[src/rtl/rcss_pkg.sv]
package rcss_pkg;

  // Table geometry and limits
  localparam int unsigned SEQ_DEPTH = 1024;
  localparam int unsigned ADDR_W    = $clog2(SEQ_DEPTH);
  localparam int unsigned MAX_CHIPS = 64;
  localparam int unsigned CNT_W     = $clog2(MAX_CHIPS);

  // Sample and chip formats
  localparam int unsigned SAMPLE_W  = 16;
  localparam int unsigned CHIP_W    = 16;
  localparam int unsigned CHIP_FRAC = 12;
  localparam int unsigned PROD_W    = SAMPLE_W + CHIP_W;

  // Configuration registers
  localparam int unsigned CPS_W     = 7;
  localparam int unsigned LEN_W     = 11;
  localparam int unsigned CFG_IDX_W = 2;
  localparam int unsigned CFG_W     = 11;

  typedef enum logic {
    CMD_LOAD   = 1'b0,
    CMD_SPREAD = 1'b1
  } cmd_e;

  typedef enum logic [CFG_IDX_W-1:0] {
    REG_CHIPS   = 2'd0,
    REG_SEQ_LEN = 2'd1
  } cfg_reg_e;

  // Table write from a load word
  typedef struct packed {
    logic                     we;
    logic [ADDR_W-1:0]        addr;
    logic signed [CHIP_W-1:0] data;
  } load_t;

  // One chip issued into the datapath
  typedef struct packed {
    logic                       valid;
    logic                       last;
    logic signed [SAMPLE_W-1:0] sym_i;
    logic signed [SAMPLE_W-1:0] sym_q;
  } issue_t;

endpackage

[src/rtl/rcss_in_if.sv]
interface rcss_in_if;
  logic                                 valid;
  logic                                 ready;
  rcss_pkg::cmd_e                       command;
  logic [rcss_pkg::ADDR_W-1:0]          chip_addr;
  logic signed [rcss_pkg::CHIP_W-1:0]   chip_value;
  logic signed [rcss_pkg::SAMPLE_W-1:0] symbol_i;
  logic signed [rcss_pkg::SAMPLE_W-1:0] symbol_q;

  modport source (
    output valid, command, chip_addr, chip_value, symbol_i, symbol_q,
    input  ready
  );
  modport sink (
    input  valid, command, chip_addr, chip_value, symbol_i, symbol_q,
    output ready
  );
endinterface

[src/rtl/rcss_sequencer.sv]
module rcss_sequencer (
  input  logic                                 clk_i,
  input  logic                                 rst_ni,
  input  logic                                 cfg_we_i,
  input  logic [rcss_pkg::CFG_IDX_W-1:0]       cfg_index_i,
  input  logic [rcss_pkg::CFG_W-1:0]           cfg_data_i,
  rcss_in_if.sink                              item_i,
  input  logic                                 adv_i,
  output rcss_pkg::load_t                      load_o,
  output logic [rcss_pkg::ADDR_W-1:0]          raddr_o,
  output rcss_pkg::issue_t                     issue_o
);
  import rcss_pkg::*;

  localparam int unsigned RCNT_W = $clog2(ADDR_W + 1);

  logic [CPS_W-1:0]          cps_q, cps_d;
  logic [LEN_W-1:0]          len_q, len_d;
  logic [ADDR_W-1:0]         pos_q, pos_d;
  logic                      busy_q, busy_d;
  logic [CNT_W-1:0]          left_q, left_d;
  logic signed [SAMPLE_W-1:0] sym_i_q, sym_i_d;
  logic signed [SAMPLE_W-1:0] sym_q_q, sym_q_d;
  logic                      red_busy_q, red_busy_d;
  logic [RCNT_W-1:0]         red_cnt_q, red_cnt_d;
  logic [ADDR_W-1:0]         red_src_q, red_src_d;
  logic [ADDR_W-1:0]         rem_q, rem_d;

  logic [CPS_W-1:0]  cps_eff;
  logic [LEN_W-1:0]  len_eff;
  logic [ADDR_W-1:0] len_last;
  logic [ADDR_W-1:0] pos_step;
  logic [LEN_W-1:0]  rem_sh;
  logic [LEN_W-1:0]  rem_sub;
  logic [ADDR_W-1:0] rem_n;
  logic              accept;
  logic              issue_fire;
  logic              len_write;

  // Clamp register values into their working ranges
  always_comb begin
    if (cps_q == '0) begin
      cps_eff = CPS_W'(1);
    end else if (cps_q > CPS_W'(MAX_CHIPS)) begin
      cps_eff = CPS_W'(MAX_CHIPS);
    end else begin
      cps_eff = cps_q;
    end
    if (len_q == '0) begin
      len_eff = LEN_W'(1);
    end else if (len_q > LEN_W'(SEQ_DEPTH)) begin
      len_eff = LEN_W'(SEQ_DEPTH);
    end else begin
      len_eff = len_q;
    end
  end

  assign len_last = ADDR_W'(len_eff - LEN_W'(1));
  assign pos_step = (pos_q == len_last) ? '0 : pos_q + ADDR_W'(1);

  // One restoring remainder step: position mod sequence length
  assign rem_sh  = {rem_q, red_src_q[ADDR_W-1]};
  assign rem_sub = rem_sh - len_eff;
  assign rem_n   = (rem_sh >= len_eff) ? rem_sub[ADDR_W-1:0] : rem_sh[ADDR_W-1:0];

  // Take a word unless reducing: when idle or issuing a final chip
  assign item_i.ready = !red_busy_q && (!busy_q || (adv_i && left_q == '0));
  assign accept       = item_i.valid && item_i.ready;
  assign issue_fire   = adv_i && busy_q;
  assign len_write    = cfg_we_i && (cfg_index_i == REG_SEQ_LEN);

  always_comb begin
    cps_d      = cps_q;
    len_d      = len_q;
    pos_d      = pos_q;
    busy_d     = busy_q;
    left_d     = left_q;
    sym_i_d    = sym_i_q;
    sym_q_d    = sym_q_q;
    red_busy_d = red_busy_q;
    red_cnt_d  = red_cnt_q;
    red_src_d  = red_src_q;
    rem_d      = rem_q;

    // Register writes
    if (cfg_we_i) begin
      unique case (cfg_index_i)
        REG_CHIPS:   cps_d = cfg_data_i[CPS_W-1:0];
        REG_SEQ_LEN: len_d = cfg_data_i[LEN_W-1:0];
        default: ;
      endcase
    end

    // Reduce the position after a length change, one bit per cycle
    if (len_write) begin
      red_busy_d = 1'b1;
      red_cnt_d  = RCNT_W'(ADDR_W);
      red_src_d  = pos_q;
      rem_d      = '0;
    end else if (red_busy_q) begin
      red_src_d = red_src_q << 1;
      rem_d     = rem_n;
      red_cnt_d = red_cnt_q - RCNT_W'(1);
      if (red_cnt_q == RCNT_W'(1)) begin
        red_busy_d = 1'b0;
        pos_d      = rem_n;
      end
    end

    // Advance through the chips of the current symbol
    if (issue_fire) begin
      pos_d = pos_step;
      if (left_q == '0) begin
        busy_d = 1'b0;
      end else begin
        left_d = left_q - CNT_W'(1);
      end
    end

    // Start a symbol or restart the sequence on a load
    if (accept) begin
      if (item_i.command == CMD_LOAD) begin
        pos_d = '0;
      end else begin
        busy_d  = 1'b1;
        left_d  = CNT_W'(cps_eff - CPS_W'(1));
        sym_i_d = item_i.symbol_i;
        sym_q_d = item_i.symbol_q;
      end
    end
  end

  always_ff @(posedge clk_i or negedge rst_ni) begin
    if (!rst_ni) begin
      cps_q      <= CPS_W'(1);
      len_q      <= LEN_W'(SEQ_DEPTH);
      pos_q      <= '0;
      busy_q     <= 1'b0;
      left_q     <= '0;
      red_busy_q <= 1'b0;
      red_cnt_q  <= '0;
    end else begin
      cps_q      <= cps_d;
      len_q      <= len_d;
      pos_q      <= pos_d;
      busy_q     <= busy_d;
      left_q     <= left_d;
      red_busy_q <= red_busy_d;
      red_cnt_q  <= red_cnt_d;
    end
  end

  // Payload registers
  always_ff @(posedge clk_i) begin
    sym_i_q   <= sym_i_d;
    sym_q_q   <= sym_q_d;
    red_src_q <= red_src_d;
    rem_q     <= rem_d;
  end

  assign load_o.we   = accept && (item_i.command == CMD_LOAD);
  assign load_o.addr = item_i.chip_addr;
  assign load_o.data = item_i.chip_value;

  assign raddr_o       = pos_q;
  assign issue_o.valid = busy_q;
  assign issue_o.last  = (left_q == '0);
  assign issue_o.sym_i = sym_i_q;
  assign issue_o.sym_q = sym_q_q;

endmodule

[src/flat_wrapper.sv]
// flat-port wrapper written by rule: the top's interface ports become plain ports
module rcss_sequencer_flat import rcss_pkg::*;
  (clk_i, rst_ni, cfg_we_i, cfg_index_i, cfg_data_i, adv_i, load_o, raddr_o, issue_o, item_i_valid, item_i_command, item_i_chip_addr, item_i_chip_value, item_i_symbol_i, item_i_symbol_q, item_i_ready);
  rcss_in_if item_i_i ();
  input  logic clk_i;
  input  logic rst_ni;
  input  logic cfg_we_i;
  input  logic [rcss_pkg::CFG_IDX_W-1:0] cfg_index_i;
  input  logic [rcss_pkg::CFG_W-1:0] cfg_data_i;
  input  logic adv_i;
  output rcss_pkg::load_t load_o;
  output logic [rcss_pkg::ADDR_W-1:0] raddr_o;
  output rcss_pkg::issue_t issue_o;
  input wire logic [$bits(item_i_i.valid)-1:0] item_i_valid;
  input wire logic [$bits(item_i_i.command)-1:0] item_i_command;
  input wire logic [$bits(item_i_i.chip_addr)-1:0] item_i_chip_addr;
  input wire logic [$bits(item_i_i.chip_value)-1:0] item_i_chip_value;
  input wire logic [$bits(item_i_i.symbol_i)-1:0] item_i_symbol_i;
  input wire logic [$bits(item_i_i.symbol_q)-1:0] item_i_symbol_q;
  output wire logic [$bits(item_i_i.ready)-1:0] item_i_ready;
  assign item_i_i.valid = item_i_valid;
  assign item_i_i.command = item_i_command;
  assign item_i_i.chip_addr = item_i_chip_addr;
  assign item_i_i.chip_value = item_i_chip_value;
  assign item_i_i.symbol_i = item_i_symbol_i;
  assign item_i_i.symbol_q = item_i_symbol_q;
  assign item_i_ready = item_i_i.ready;
  rcss_sequencer u_core (.clk_i(clk_i), .rst_ni(rst_ni), .cfg_we_i(cfg_we_i), .cfg_index_i(cfg_index_i), .cfg_data_i(cfg_data_i), .item_i(item_i_i), .adv_i(adv_i), .load_o(load_o), .raddr_o(raddr_o), .issue_o(issue_o));
endmodule
[config.mk]
export PLATFORM = sky130hd
export DESIGN_NAME = rcss_sequencer_flat
export DESIGN_NICKNAME = d
export VERILOG_FILES = /design/src/rtl/rcss_pkg.sv /design/src/rtl/rcss_in_if.sv /design/src/rtl/rcss_sequencer.sv /design/src/flat_wrapper.sv
export SDC_FILE = /design/constraint.sdc
export NUM_CORES = 1
export LEC_CHECK = 0
export ABC_AREA = 1
export BUFFER_PORTS_ARGS = -buffer_cell sky130_fd_sc_hd__buf_2
export CAP_MARGIN = 10
export CORE_ASPECT_RATIO = 1.4
export CORE_MARGIN = 3
export CORE_UTILIZATION = 55
export CTS_BUF_LIST = sky130_fd_sc_hd__clkbuf_8 sky130_fd_sc_hd__clkbuf_16
export DETAILED_ROUTE_END_ITERATION = 10
export PLACE_DENSITY_LB_ADDON = 0.12
export SLEW_MARGIN = 20
export SYNTH_ARGS = -nofsm -noshare
export SYNTH_HDL_FRONTEND = slang
export SYNTH_SLANG_ARGS = --single-unit
[constraint.sdc]
create_clock -name clk_i -period 4.5 [get_ports clk_i]
set_input_delay 1.125 -clock clk_i [delete_from_list [all_inputs] [get_ports clk_i]]
set_output_delay 1.125 -clock clk_i [all_outputs]
set_load 0.05 [all_outputs]
Word-level counts from Yosys, hierarchy flattened

Cells that the tools add are included.

Word-level logic and storage cells: 68
Input bits: 77
Output and inout port bits: 72
Register bits after elaboration: 92

Multiplexer cells: 27
Reductions and logical operators: 17
$lt $le $gt $ge: 3
$add $sub $neg: 6
Bitwise operators: 1
Eq/ne operators: 3

Operator list:

| kind                    | number |
|---|---|
| $mux W10                | 10 |
| $mux W6                 | 6 |
| $mux W11                | 2 |
| $sub A6 B1 Y6 const B   | 2 |
| $ge A11 B11 Y1          | 1 |
| $gt A11 B11 Y1 const B  | 1 |
| $logic_not A11 Y1       | 1 |
| $add A10 B1 Y10 const B | 1 |
| $eq A10 B10 Y1          | 1 |
| $sub A10 B1 Y10 const B | 1 |
| $sub A10 B10 Y10        | 1 |
| $mux W4                 | 2 |
| $gt A7 B7 Y1 const B    | 1 |
| $logic_not A7 Y1        | 1 |
| $mux W1                 | 7 |
| $logic_and A1 B1 Y1     | 6 |
| $logic_not A6 Y1        | 1 |
| $reduce_and A2 Y1       | 3 |
| $eq A4 B1 Y1 const B    | 1 |
| $sub A4 B1 Y4 const B   | 1 |
| $eq A2 B1 Y1 const B    | 1 |
| $logic_not A1 Y1        | 2 |
| $logic_not A2 Y1        | 1 |
| $reduce_bool A2 Y1      | 1 |
| 2 further kinds         | 2 |

Logic depth before layout (Yosys ltp)

Depth in word-level cells: 11
Gate-level depth with buffers: 19
Depth with buffers taken out: 18

Worst setup path after synthesis

No wires, ideal clock.

Kind: input to output
Start: in adv_i
End: out load_o[26] (netlist name)
Arrival: 3.196 ns
Stages on the path: 8
Setup slack: 0.179 ns
Buffers on the path: 1
Cell sequence: nand2_1 > inv_2 > nand2_1 > nand2_1 > nor2_1 > nand2_1 > nor2_1 > clkbuf_1

RTL lines:

| item               | RTL line           | text |
|---|---|---|
| start: declaration | flat_wrapper.sv:10 | `input logic adv_i;` |
| end: declaration   | flat_wrapper.sv:11 | `output rcss_pkg::load_t load_o;` |

==> impl_metrics.ini <==
[placed_design]
hpwl_um = 9770
portBuffers = 96
place_inst = 775
gp_congestion = 0.935
place_area_um2 = 5610

[timing]
max_slew_margin_pct = 38.3
fin_crit_sh_pct = 86.6
finalSetupViolations = 0
hold_viol = 0
finalClockSkew_ns = 0.00794
final.min_clock_period_ns = 3.90
worst_pin_slew_ns = 0.925
rsz0062_at_grt = no
report.final.slew_viol_count = 0
setup-tns-final_ns = 0
fmax_mhz = 257

[synthesis]
synth-edff-count = 42
synth_nets = 706
ys.warnings.count = 0
ys.flop_type = edfxtp_1
synthArstFlopShare_pct = 43.5
synth_seq_cells = 92
seq_area_frac_synth_pct = 46.9
netlist_area_um2 = 5260
ys_types = 47
synthCells = 610
syn_avg_cell_area_um2 = 8.62

[worst_setup_path]
cp.required_ns = 3.38
critPathBufInv = 5
cp-start-kind = input port
critical_path_class = input port to output pin
cp_common_cell = nand2_1
cp_max_fo = 17
cpLargestDelayFamily = buffers and inverters
critPathSlowestCell = buf_2
cp_num_cells = 11
reg2reg_depth = 13
cp_cell_sequence = buf_2 > nand2_1 > buf_4 > inv_2 > nand2_1 > nand2_1 > nor2_1 > nand2_1 > nor2_1 > buf_4 > buf_2
end_kind = output pin
cp_slowest_stage_delay_ns = 0.28
cp.arrival_ns = 2.77

[finish]
area_growth_pct = 12.9
layout_common_cells = nand2_1, buf_2, inv_1, o21ai_0, edfxtp_1
stdcell_count = 791
fillers = 785
diodes = 0
layout-drive-gt1-share_pct = 21.5
final_nets = 775
postLayoutCellArea_um2 = 5940
layout_commonest_cell = nand2_1

[clock_tree]
cts_buffers = 9
htreeDepth = 3
clk_pin_slew_worst_paths_ns = 0.07
cts_sinks = 92
cts_resized = 0
clk_path_buf_depth = 2
insertion_delay_ns = 0.34
ctsHoldBuffers = 0
cts-root-buf = clkbuf_16
cts_tree = built
cts_setup_buffers = 0

[floorplanning]
initial_core_util_pct = 57.3
die_x_um = 88.6
design.die.area_um2 = 10800
io_pins = 149
design.core.area_um2 = 9180
fp.dieH_um = 122
rows = 41

[global_route]
grt_max_degree = 46
grt_pass1_vias = 4450
antenna_found_initial = 0
overflow = 0
grtUsageTotal_pct = 24.6
grt_pass1_wl_um = 20600

[power_and_ir_drop]
leakagePower_nw = 2.76
ir_worst_vdd_uv = 409
power.density_nw_per_um2 = 666

[routing]
drc = 0
routed_wl_um = 12700
vias = 4484
viasPerCell = 5.67
post_drt_wl_per_cell_um = 16.1
ant_nets = 0
drt_iter0_markers = 284
first_pass_iters = 5

[status]
status = finished, final reports clean

[min_path]
worstHoldPathCells = 2
hp-class = flop to flop

[job]
drv_cap = 0
-- cells in the mapped netlist, types with 3 or more instances --
library cell | instances | area share [%]
a21oi_1 | 35 | 3.3
a31oi_1 | 8 | 0.95
buf_4 | 28 | 4.0
buf_6 | 3 | 0.64
clkbuf_1 | 9 | 0.64
dfrtp_1 | 38 | 18
dfxtp_1 | 10 | 3.8
edfxtp_1 | 42 | 24
ha_1 | 18 | 4.3
inv_1 | 64 | 4.6
inv_2 | 4 | 0.29
nand2_1 | 130 | 9.3
nand3_1 | 37 | 3.5
nand3_2 | 8 | 1.5
nand4_1 | 13 | 1.5
nor2_1 | 38 | 2.7
nor2_2 | 3 | 0.36
nor3_1 | 4 | 0.38
nor3_2 | 3 | 0.57
o211ai_1 | 7 | 1.0
o21ai_0 | 46 | 4.4
o21ai_1 | 17 | 1.6
o21ai_2 | 3 | 0.50
o41ai_1 | 3 | 0.50
xor2_1 | 11 | 1.8
-- flip-flops by register name, indices dropped and copies added (netlist names), 4 cells and up --
signal            count
u_core.cps_q          7
u_core.raddr_o       10
u_core.sym_i_q       16
u_core.sym_q_q       16
u_core.red_cnt_q      4
u_core.rem_q         10
u_core.len_q         11
u_core.left_q         6
u_core.red_src_q     10
-- worst reg2reg max path: cells and delay by family (launching register included) --
family	cells	cell delay [ns]
AOI/OAI and AO/OA	7	1.52
and+or+nand+nor	5	0.95
DFF	1	0.47
adders and majority gates	1	0.37
-- logic make-up after synthesis --
group,share of synthesized area [%]
AOI/OAI and AO/OA,14.2
xor gates and xnor gates,2.00
adders and majority gates,4.66
buffers and inverters,10.4
DFF,46.9
muxes,0.190
and+or+nand+nor,21.7
-- stage by stage --
step / total power, mW / worst slack (ns) / hold WS [ns] / utilization, %
after floorplan: 2.78 / 0.179 / 0.453 / -
after global placement: 3.10 / 0.688 / 0.469 / 61.1
after detailed placement: 3.14 / 0.657 / 0.473 / 61.1
after CTS: 3.96 / 0.639 / 0.494 / 64.7
after global routing: 4.27 / 0.468 / 0.519 / 64.7
final: 3.95 / 0.605 / 0.492 / 64.7
-- per-layer routing --
layer  vias up  part of all wire (%)  global-route usage [%]
li1       2191                     -                       -
met1      2090                    38                    28.2
met2       172                    53                    43.9
met3        31                   6.4                    4.67
met4         0                   2.7                    9.92
met5         -                     0                       0
-- report_power, final --
group	switching [mW]	total, mW	internal (mW)
Combinational	1.19	1.79	0.601
Clock	0.319	0.808	0.489
Sequential	0.229	1.36	1.13
Total	1.73	3.95	2.22
-- final cells by class --
| class | instances | area [um^2] | area share (%) |
|---|---|---|---|
| sequential | 92 | 2460 | 41.5 |
| inverter | 69 | 259 | 4.36 |
| clock inverter | 7 | 97.6 | 1.64 |
| tap | 107 | 134 | 2.26 |
| clock buffer | 9 | 225 | 3.79 |
| timing repair buffer | 100 | 510 | 8.60 |
| multi-input combinational | 407 | 2250 | 37.8 |
-- worst paths after layout --
kind	startpoint	end	slack, ns
setup reg to reg	u_core.len_q[3]$_DFFE_PN0P_	u_core.raddr_o[0]$_DFF_PN0_	1.07
max in group asynchronous	rst_ni	u_core.raddr_o[6]$_DFF_PN0_	3.00
min in group asynchronous	rst_ni	u_core.cps_q[4]$_DFFE_PN0P_	0.91
setup / recovery	adv_i	load_o[26]	0.60
hold reg to reg	u_core.cps_q[2]$_DFFE_PN0P_	u_core.cps_q[2]$_DFFE_PN0P_	0.49
hold / removal	u_core.cps_q[2]$_DFFE_PN0P_	u_core.cps_q[2]$_DFFE_PN0P_	0.49
Power figures use the tool's default switching activity.
