==> src/rtl/rcss_pkg.sv <==
package rcss_pkg;

  // Table geometry and limits
  localparam int unsigned SEQ_DEPTH = 1024;
  localparam int unsigned ADDR_W    = $clog2(SEQ_DEPTH);
  localparam int unsigned MAX_CHIPS = 64;
  localparam int unsigned CNT_W     = $clog2(MAX_CHIPS);

  // Sample and chip formats
  localparam int unsigned SAMPLE_W  = 16;
  localparam int unsigned CHIP_W    = 16;
  localparam int unsigned CHIP_FRAC = 12;
  localparam int unsigned PROD_W    = SAMPLE_W + CHIP_W;

  // Configuration registers
  localparam int unsigned CPS_W     = 7;
  localparam int unsigned LEN_W     = 11;
  localparam int unsigned CFG_IDX_W = 2;
  localparam int unsigned CFG_W     = 11;

  typedef enum logic {
    CMD_LOAD   = 1'b0,
    CMD_SPREAD = 1'b1
  } cmd_e;

  typedef enum logic [CFG_IDX_W-1:0] {
    REG_CHIPS   = 2'd0,
    REG_SEQ_LEN = 2'd1
  } cfg_reg_e;

  // Table write from a load word
  typedef struct packed {
    logic                     we;
    logic [ADDR_W-1:0]        addr;
    logic signed [CHIP_W-1:0] data;
  } load_t;

  // One chip issued into the datapath
  typedef struct packed {
    logic                       valid;
    logic                       last;
    logic signed [SAMPLE_W-1:0] sym_i;
    logic signed [SAMPLE_W-1:0] sym_q;
  } issue_t;

endpackage

==> src/rtl/rcss_out_if.sv <==
interface rcss_out_if;
  logic                                 valid;
  logic                                 ready;
  logic signed [rcss_pkg::SAMPLE_W-1:0] out_i;
  logic signed [rcss_pkg::SAMPLE_W-1:0] out_q;
  logic                                 last_chip;

  modport source (
    output valid, out_i, out_q, last_chip,
    input  ready
  );
  modport sink (
    input  valid, out_i, out_q, last_chip,
    output ready
  );
endinterface

==> src/rtl/rcss_scaler.sv <==
module rcss_scaler (
  input  logic                               clk_i,
  input  logic                               rst_ni,
  input  rcss_pkg::issue_t                   issue_i,
  input  logic signed [rcss_pkg::CHIP_W-1:0] chip_i,
  output logic                               adv_o,
  rcss_out_if.source                         result_o
);
  import rcss_pkg::*;

  localparam int unsigned SUM_W = PROD_W + 1;
  localparam int unsigned SH_W  = SUM_W - CHIP_FRAC;
  localparam logic signed [SH_W-1:0] SAT_MAX = SH_W'(2 ** (SAMPLE_W - 1) - 1);
  localparam logic signed [SH_W-1:0] SAT_MIN = -SH_W'(2 ** (SAMPLE_W - 1));

  // Round half up, drop the chip fraction, saturate to sample range
  function automatic logic signed [SAMPLE_W-1:0] round_sat(
    input logic signed [PROD_W-1:0] p
  );
    logic signed [SUM_W-1:0] sum;
    logic signed [SH_W-1:0]  sh;
    logic signed [SAMPLE_W-1:0] r;
    sum = SUM_W'(p) + SUM_W'(2 ** (CHIP_FRAC - 1));
    sh  = sum[SUM_W-1:CHIP_FRAC];
    if (sh > SAT_MAX) begin
      r = SAT_MAX[SAMPLE_W-1:0];
    end else if (sh < SAT_MIN) begin
      r = SAT_MIN[SAMPLE_W-1:0];
    end else begin
      r = sh[SAMPLE_W-1:0];
    end
    return r;
  endfunction

  logic                       s1_valid_q;
  logic                       s1_last_q;
  logic signed [SAMPLE_W-1:0] s1_sym_i_q;
  logic signed [SAMPLE_W-1:0] s1_sym_q_q;
  logic                       s2_valid_q;
  logic                       s2_last_q;
  logic signed [PROD_W-1:0]   s2_prod_i_q;
  logic signed [PROD_W-1:0]   s2_prod_q_q;
  logic                       out_valid_q;
  logic                       out_last_q;
  logic signed [SAMPLE_W-1:0] out_i_q;
  logic signed [SAMPLE_W-1:0] out_q_q;

  // Hold the whole pipe while a result word waits
  assign adv_o = !out_valid_q || result_o.ready;

  always_ff @(posedge clk_i or negedge rst_ni) begin
    if (!rst_ni) begin
      s1_valid_q  <= 1'b0;
      s2_valid_q  <= 1'b0;
      out_valid_q <= 1'b0;
    end else if (adv_o) begin
      s1_valid_q  <= issue_i.valid;
      s2_valid_q  <= s1_valid_q;
      out_valid_q <= s2_valid_q;
    end
  end

  // Stage 1 waits on the table read, stage 2 multiplies, stage 3 rounds
  always_ff @(posedge clk_i) begin
    if (adv_o) begin
      s1_last_q   <= issue_i.last;
      s1_sym_i_q  <= issue_i.sym_i;
      s1_sym_q_q  <= issue_i.sym_q;
      s2_last_q   <= s1_last_q;
      s2_prod_i_q <= s1_sym_i_q * chip_i;
      s2_prod_q_q <= s1_sym_q_q * chip_i;
      out_last_q  <= s2_last_q;
      out_i_q     <= round_sat(s2_prod_i_q);
      out_q_q     <= round_sat(s2_prod_q_q);
    end
  end

  assign result_o.valid     = out_valid_q;
  assign result_o.out_i     = out_i_q;
  assign result_o.out_q     = out_q_q;
  assign result_o.last_chip = out_last_q;

endmodule
==> src/flat_wrapper.sv <==
// flat-port wrapper written by rule: the top's interface ports become plain ports
module rcss_scaler_flat import rcss_pkg::*;
  (clk_i, rst_ni, issue_i, chip_i, adv_o, result_o_valid, result_o_out_i, result_o_out_q, result_o_last_chip, result_o_ready);
  rcss_out_if result_o_i ();
  input  logic clk_i;
  input  logic rst_ni;
  input  rcss_pkg::issue_t issue_i;
  input  logic signed [rcss_pkg::CHIP_W-1:0] chip_i;
  output logic adv_o;
  output wire logic [$bits(result_o_i.valid)-1:0] result_o_valid;
  output wire logic [$bits(result_o_i.out_i)-1:0] result_o_out_i;
  output wire logic [$bits(result_o_i.out_q)-1:0] result_o_out_q;
  output wire logic [$bits(result_o_i.last_chip)-1:0] result_o_last_chip;
  input wire logic [$bits(result_o_i.ready)-1:0] result_o_ready;
  assign result_o_valid = result_o_i.valid;
  assign result_o_out_i = result_o_i.out_i;
  assign result_o_out_q = result_o_i.out_q;
  assign result_o_last_chip = result_o_i.last_chip;
  assign result_o_i.ready = result_o_ready;
  rcss_scaler u_core (.clk_i(clk_i), .rst_ni(rst_ni), .issue_i(issue_i), .chip_i(chip_i), .adv_o(adv_o), .result_o(result_o_i));
endmodule
==> config.mk <==
export PLATFORM = sky130hd
export DESIGN_NAME = rcss_scaler_flat
export DESIGN_NICKNAME = d
export VERILOG_FILES = /design/src/rtl/rcss_pkg.sv /design/src/rtl/rcss_out_if.sv /design/src/rtl/rcss_scaler.sv /design/src/flat_wrapper.sv
export SDC_FILE = /design/constraint.sdc
export NUM_CORES = 1
export LEC_CHECK = 0
export BUFFER_PORTS_ARGS = -buffer_cell sky130_fd_sc_hd__buf_2
export CAP_MARGIN = 20
export CORE_UTILIZATION = 55
export DETAILED_ROUTE_END_ITERATION = 16
export PLACE_DENSITY = 0.8
export SLEW_MARGIN = 0
export SYNTH_ARGS = -nofsm -noshare
export SYNTH_HDL_FRONTEND = slang
export SYNTH_SLANG_ARGS = --single-unit
==> constraint.sdc <==
create_clock -name clk_i -period 6.7 [get_ports clk_i]
set_clock_uncertainty 0.05 [all_clocks]
set_input_delay 1.34 -clock clk_i [delete_from_list [all_inputs] [get_ports clk_i]]
set_output_delay 1.34 -clock clk_i [all_outputs]
set_load 0.05 [all_outputs]
* Word level (Yosys, flattened, before mapping) *
Cells that the tools add are included.

storage, ports and cells
  flip-flop bits (word level) = 134
  bits of input ports = 53
  output and inout bits = 35
  word-level logic and storage cells = 24

cells by class
  $add $sub $neg = 2
  multipliers = 2
  $lt $le $gt $ge = 4
  muxes and demuxes = 2
  reduce and logical (&&, ||, !) cells = 2

operator list
  cell                                                                    number
  32-bit by 13-bit adder with 33-bit output, second input constant        2
  16-bit by 16-bit multiplier with 32-bit output                          2
  21-bit by 16-bit > comparator with 1-bit output, second input constant  2
  21-bit by 16-bit < comparator with 1-bit output, second input constant  2
  16-bit 2-to-1 mux                                                       2
  1-bit logical NOT                                                       1
  1-bit logical OR                                                        1

* Longest topological paths before layout *
Gate-level depths: netlist (run 1).

  depth after elaboration = 3
  depth in mapped cells = 24
  mapped depth without buffers = 23

* Least setup slack after synthesis (run 1) *
No wires, ideal clock.

  kind = input-to-reg
  from = in chip_i[1] in the netlist's numbering
  to = reg u_core.s2_prod_q_q[31] (data pin)
  setup time = 0.262 ns
  data arrival time = 6.814 ns
  required time = 6.388 ns
  path slack = -0.427 ns
  stages on the path = 17
  buffers on the path = 1
  cell sequence = clkbuf_1 -> nand2_1 -> inv_1 -> fa_1 -> fa_1 -> fa_1 -> fa_1 -> fa_1 -> fa_1 -> ha_1 -> a21oi_1 -> nand2b_1 -> a2111oi_0 -> nor2_1 -> o311a_4 -> a311oi_2 -> xnor2_1

between the ends
  word-level cells in the longest chain between the ends = 1

ends and longest elaborated chain
  what                                            RTL line           source
  start: declaration                              flat_wrapper.sv:8  input logic signed [rcss_pkg::CHIP_W-1:0] chip_i;
  16-bit by 16-bit multiplier with 32-bit output  rcss_scaler.sv:71  s2_prod_q_q <= s1_sym_q_q * chip_i;
  end signal: assignment                          rcss_scaler.sv:71
  end: declaration                                rcss_scaler.sv:42  logic signed [PROD_W-1:0] s2_prod_q_q;

No other way between the ends.
A chain may end at the register's enable or synchronous reset.

* Final worst setup path (run 1) *
  from = in chip_i[4] in the netlist's numbering
  to = reg u_core.s2_prod_q_q[30] (data pin)

The elaborated chain is that of the path after synthesis.

==> metrics, run 1 <==
largest net degree at the start of global routing 69; startpoint class of the critical path primary input; CP Buf/Inv Count 7; CP Max Fanout 16; Hold Fails Final Rpt 0; status complete, no violations; die height 208 um; layout cells sized above 1 0.150; die width 208 um; GP Congestion 0.908; via/cell ratio 5.28; Ports 88; reg2reg setup slack 0.29 ns; most frequent cells in the layout 573 x inv_1, 509 x fa_1, 261 x nand2_1; worst path arrival time 6.72 ns; EDFF count, synth 109; HPWL after DPL 44100 um; Post-Route WL 52100 um; CP endpoint kind flop; GR Util All Layers 0.257; Critical Path RT 6.81 ns; final net count 3281; total core area 0.0413 sq mm; ys flop type edfxtp_1; Slew @ Worst Pin 0.931 ns; First DRT Iteration DRCs 820; Max Fclk 151 MHz; WL/cell 16.9 um; Synth cell types 52; Max Cap Viol 0; crit path kind primary input to flop; syn_nets 3081; Final setup viols 0; period utilization 0.986; commonest non-fill, non-tap cell in the layout inv_1; clk buf depth 2; cts bufs inserted 9; antenna violations before repair 1; Syn Area/Cell 9.92 sq um; max incr delay on CP 0.53 ns; Std-Cell Rows 74; DIE AREA 0.0431 sq mm; CP max stage cell fa_1; IO buf count 87; vias post-DR 16.3k; Pre-antenna DRT Iters 7; asr flop ratio synth 0.0268; clock sink count 112; RSZ-0062 raised after global routing yes; minimum clock period 6.61 ns; starting density of the core 0.564; CTS root buf clkbuf_16; global-route wire length before repair 88800 um; TritonCTS clock tree yes; Post-Synthesis Cells 2346; Residual DRC 0; H-Tree Depth 3; GRT overflow 0; Mapped Area 0.0233 sq mm; Worst-Skew Late Latency 0.41 ns; hold buffers post-CTS 0; #FFs+latches synth 112; clock-pin slew on the worst setup and hold paths 0.09 ns; register area share after synthesis 0.144; fin. max-slew vios 0; Syn. warnings 0; synth-to-layout area growth 13.3%; crit-path cells buf_8 -> and2_4 -> fa_1 -> inv_1 -> fa_1 -> inv_1 -> fa_1 -> inv_1 -> fa_1 -> inv_1 -> fa_1 -> inv_1 -> fa_1 -> inv_1 -> ha_4 -> and2b_2 -> a311oi_4 -> o22ai_4 -> o311a_4 -> o21a_1 -> nor2_2 -> xnor2_1; vias in the first global route 18.8k; setup TNS 0 ns; post-route ant nets 0; hold crit path type flop to flop; delay-heaviest family, CP adder cells; Rel. slew slack 0.376
-- cell usage after synthesis, types with 3 or more instances --
library cell    n  share of area
fa_1          522           0.45
o21a_1          6         0.0019
a21boi_0        3        0.00097
and3_1         13         0.0035
nand4_1        15         0.0040
and2_1        239          0.064
o21bai_1        3        0.00097
nand2_1       268          0.043
nor2_1         64          0.010
nand3_1        22         0.0047
a21o_1         14         0.0045
edfxtp_1      109           0.14
xor2_1         34          0.013
a211oi_1        7         0.0023
o21ai_0        35         0.0075
inv_1         581          0.094
dfrtp_1         3         0.0032
xnor2_1        50          0.019
ha_1          160          0.086
nor3_1          9         0.0019
a31oi_1         4         0.0011
nand2b_1       17         0.0046
clkbuf_1       82          0.013
o31ai_1         3        0.00097
nor2b_1         3        0.00081
and4_1          6         0.0023
a21oi_1        40         0.0086
-- cells by family after synthesis --
family                     after synthesis  share of synthesized area
adders and majority gates              682                      0.535
and+or+nand+nor                        667                      0.143
buffers and inverters                  666                      0.108
AOI/OAI and AO/OA                      131                     0.0368
DFF                                    112                      0.144
xor gates and xnor gates                84                     0.0316
muxes                                    4                    0.00183
-- path summary, 6_finish.rpt --
path / from / to / cells past startpoint
worst min-delay path: u_core.s1_last_q$_DFFE_PP_ / u_core.s2_last_q$_DFFE_PP_ / 0
worst max register to register: u_core.s1_sym_q_q[15]$_DFFE_PP_ / u_core.s2_prod_q_q[30]$_DFFE_PP_ / 21
worst min register to register: u_core.s1_last_q$_DFFE_PP_ / u_core.s2_last_q$_DFFE_PP_ / 0
worst max-delay path: chip_i[4] / u_core.s2_prod_q_q[30]$_DFFE_PP_ / 22
min in group asynchronous: rst_ni / u_core.s1_valid_q$_DFFE_PN0P_ / 1
max in group asynchronous: rst_ni / u_core.s2_valid_q$_DFFE_PN0P_ / 1
-- metrics by stage --
| step | area (sq um) | setup WS [ns] | hold slack (ns) | utilization | instances |
|---|---|---|---|---|---|
| 2_1_floorplan | 23400 | -0.0921 | 0.350 | - | 2346 |
| 3_3_place_gp | 25600 | -0.544 | 0.355 | 0.621 | 3066 |
| 3_5_place_dp | 25600 | -0.643 | 0.356 | 0.621 | 3066 |
| 4_1_cts | 26000 | 0.00370 | 0.378 | 0.630 | 3082 |
| 5_1_grt | 26400 | -0.0581 | 0.387 | 0.639 | 3083 |
| 6_report | 26400 | 0.0930 | 0.377 | 0.639 | 3084 |
-- registers in the layout (all words and copies together) (netlist names), 16 cells and up --
| signal | count |
|---|---|
| u_core.s2_prod_q_q | 21 |
| u_core.s1_sym_i_q | 16 |
| u_core.s1_sym_q_q | 16 |
| u_core.s2_prod_i_q | 21 |
| u_core.result_o.out_q | 16 |
| u_core.result_o.out_i | 16 |
-- repair_timing --
item,4_1_cts,5_1_grt
endpoints found under the setup margin,25,25
pin swaps,9,69
resized for setup,27,89
buffers inserted,0,1
-- cell type report --
type / count / area [sq um]
Antenna cell: 1 / 2.50
Clock buffer: 9 / 225
Clock inverter: 7 / 66.3
Fill cell: 3114 / 14900
Inverter: 581 / 2180
Multi-Input combinational cell: 1568 / 17800
Sequential cell: 112 / 3350
Tap cell: 532 / 666
Timing Repair Buffer: 274 / 2050
-- layer usage --
layer / track usage / share of wire / vias to the layer above
met4: 0.111 / 0.031 / 0
met1: 0.301 / 0.38 / 8330
li1: - / - / 7355
met2: 0.469 / 0.54 / 476
met5: 0 / 0 / -
met3: 0.0399 / 0.049 / 123
-- worst register-to-register path: cells and delay by family (launching register included) --
kind	cells	cell delay, ns
xor+xnor	1	0.11
fa+ha+maj	7	3.30
flops	1	0.86
buf+inv	5	0.37
compound gates	3	0.54
simple gates	5	0.94
Power of run 1 is not shown: default switching activity piles up to over one toggle a cycle in this logic, so the estimate is an artifact.
==> inputs of run 2 (changes only) <==
- GPL_ROUTABILITY_DRIVEN: unset -> 0
- clock period: 6.7 -> 5.31 ns (I/O delays scaled with it)
==> metrics, run 2 (synthesized netlist as in run 1, its figures left out) <==
HPWL after DPL 45000 um; Rel. slew slack 0.301; worst path arrival time 6.36 ns; Post-Route WL 58700 um; die height 208 um; CP Buf/Inv Count 6; via/cell ratio 5.44; Antenna diodes 0; Slew @ Worst Pin 1.04 ns; Std-Cell Rows 74; Worst-Skew Late Latency 0.43 ns; Crit. Startpoint chip_i[4]; CP endpoint kind flop; Hold Fails Final Rpt 0; crit-path cells buf_16 -> buf_8 -> and2_4 -> fa_1 -> inv_1 -> fa_1 -> fa_1 -> inv_1 -> fa_1 -> fa_1 -> inv_1 -> fa_1 -> inv_2 -> ha_4 -> nand3_2 -> a41oi_2 -> nand2_1 -> a21o_1 -> a2111o_1 -> a21boi_2 -> nor2_1 -> xnor2_1; starting density of the core 0.564; period utilization 1.17; CP Max Fanout 7; First DRT Iteration DRCs 1222; post-route ant nets 0; Residual DRC 0; delay-heaviest family, CP adder cells; minimum clock period 6.24 ns; Max Fclk 160 MHz; layout cells sized above 1 0.250; hold crit path type primary input to async pin; setup TNS -29.09 ns; vias post-DR 17.6k; RSZ-0062 raised after global routing yes; Final WS setup -0.925 ns; synth-to-layout area growth 23.0%; DIE AREA 0.0431 sq mm; post-route cell area 0.0286 sq mm; commonest non-fill, non-tap cell in the layout inv_1; Crit path top cell by count fa_1; failing checks setup timing; Max Cap Viol 0; H-Tree Depth 3; Final setup viols 41; status complete, but fails checks; Pre-antenna DRT Iters 5; clk buf depth 2; fin. max-slew vios 0; largest net degree at the start of global routing 59; GR Util All Layers 0.286; global-route wire length before repair 96900 um; Critical Path RT 5.44 ns; Regs by FF count u_core.s2_prod_i_q: 21 flops, u_core.s2_prod_q_q: 21 flops; CP max stage cell fa_1; die width 208 um; CTS root buf clkbuf_16; most frequent cells in the layout 538 x inv_1, 493 x fa_1, 274 x buf_4; worst r2r src u_core.s1_sym_q_q[14]$_DFFE_PP_; TritonCTS clock tree yes; post-place setup slack -1.69 ns; Fillers 2734; clock-pin slew on the worst setup and hold paths 0.09 ns; Ports 88; crit path kind primary input to flop; clock sink count 112; max incr delay on CP 0.52 ns; total core area 0.0413 sq mm; antenna violations before repair 0; vias in the first global route 20.2k; Cell Area, Placed 0.0266 sq mm; cts bufs inserted 9; GRT overflow 0; final net count 3431; startpoint class of the critical path primary input; WL/cell 18.2 um; IO buf count 87
==> run 2: layout make-up <==
cell class / instances / area (sq um) / share of cell area
tap: 532 / 666 / 0.0233
clock inverter: 7 / 80.1 / 0.00280
multi-input combinational: 1568 / 18500 / 0.646
clock buffer: 9 / 225 / 0.00787
sequential: 112 / 3350 / 0.117
timing repair buffer: 424 / 3630 / 0.127
inverter: 581 / 2190 / 0.0764
==> run 2: path summary, 6_finish.rpt <==
check	to	slack (ns)	depth (start not counted)
setup / recovery	u_core.s2_prod_i_q[28]$_DFFE_PP_	-0.93	22
hold / removal	u_core.s2_valid_q$_DFFE_PN0P_	0.37	1
setup reg to reg	u_core.s2_prod_q_q[30]$_DFFE_PP_	-0.83	20
hold reg to reg	u_core.s2_last_q$_DFFE_PP_	0.38	0
max in group asynchronous	u_core.s1_valid_q$_DFFE_PN0P_	4.74	1
min in group clk_i	u_core.s2_last_q$_DFFE_PP_	0.38	0
==> run 2: repair_timing <==
item	CTS	global route
pin swaps	143	47
buffers inserted	56	8
gates cloned	4	2
gates resized for setup	235	60
setup endpoints to repair	42	42
hold buffers	0	0
==> run 2: stage by stage <==
| step | hold slack (ns) | instances | util |
|---|---|---|---|
| after global routing | 0.364 | 3233 | 0.693 |
| after floorplan | 0.350 | 2346 | - |
| after detailed placement | 0.357 | 3156 | 0.645 |
| after CTS | 0.351 | 3225 | 0.685 |
| final | 0.369 | 3233 | 0.693 |
| after global placement | 0.351 | 3156 | 0.645 |
==> run 2: routing by layer <==
layer,vias to the layer above,wire length [um],global-route usage
li1,7652,-,-
met1,8963,21300,0.340
met2,790,30400,0.502
met3,191,4590,0.0552
met4,0,2410,0.128
met5,-,0,0
Power of run 2 is left out for the same reason.
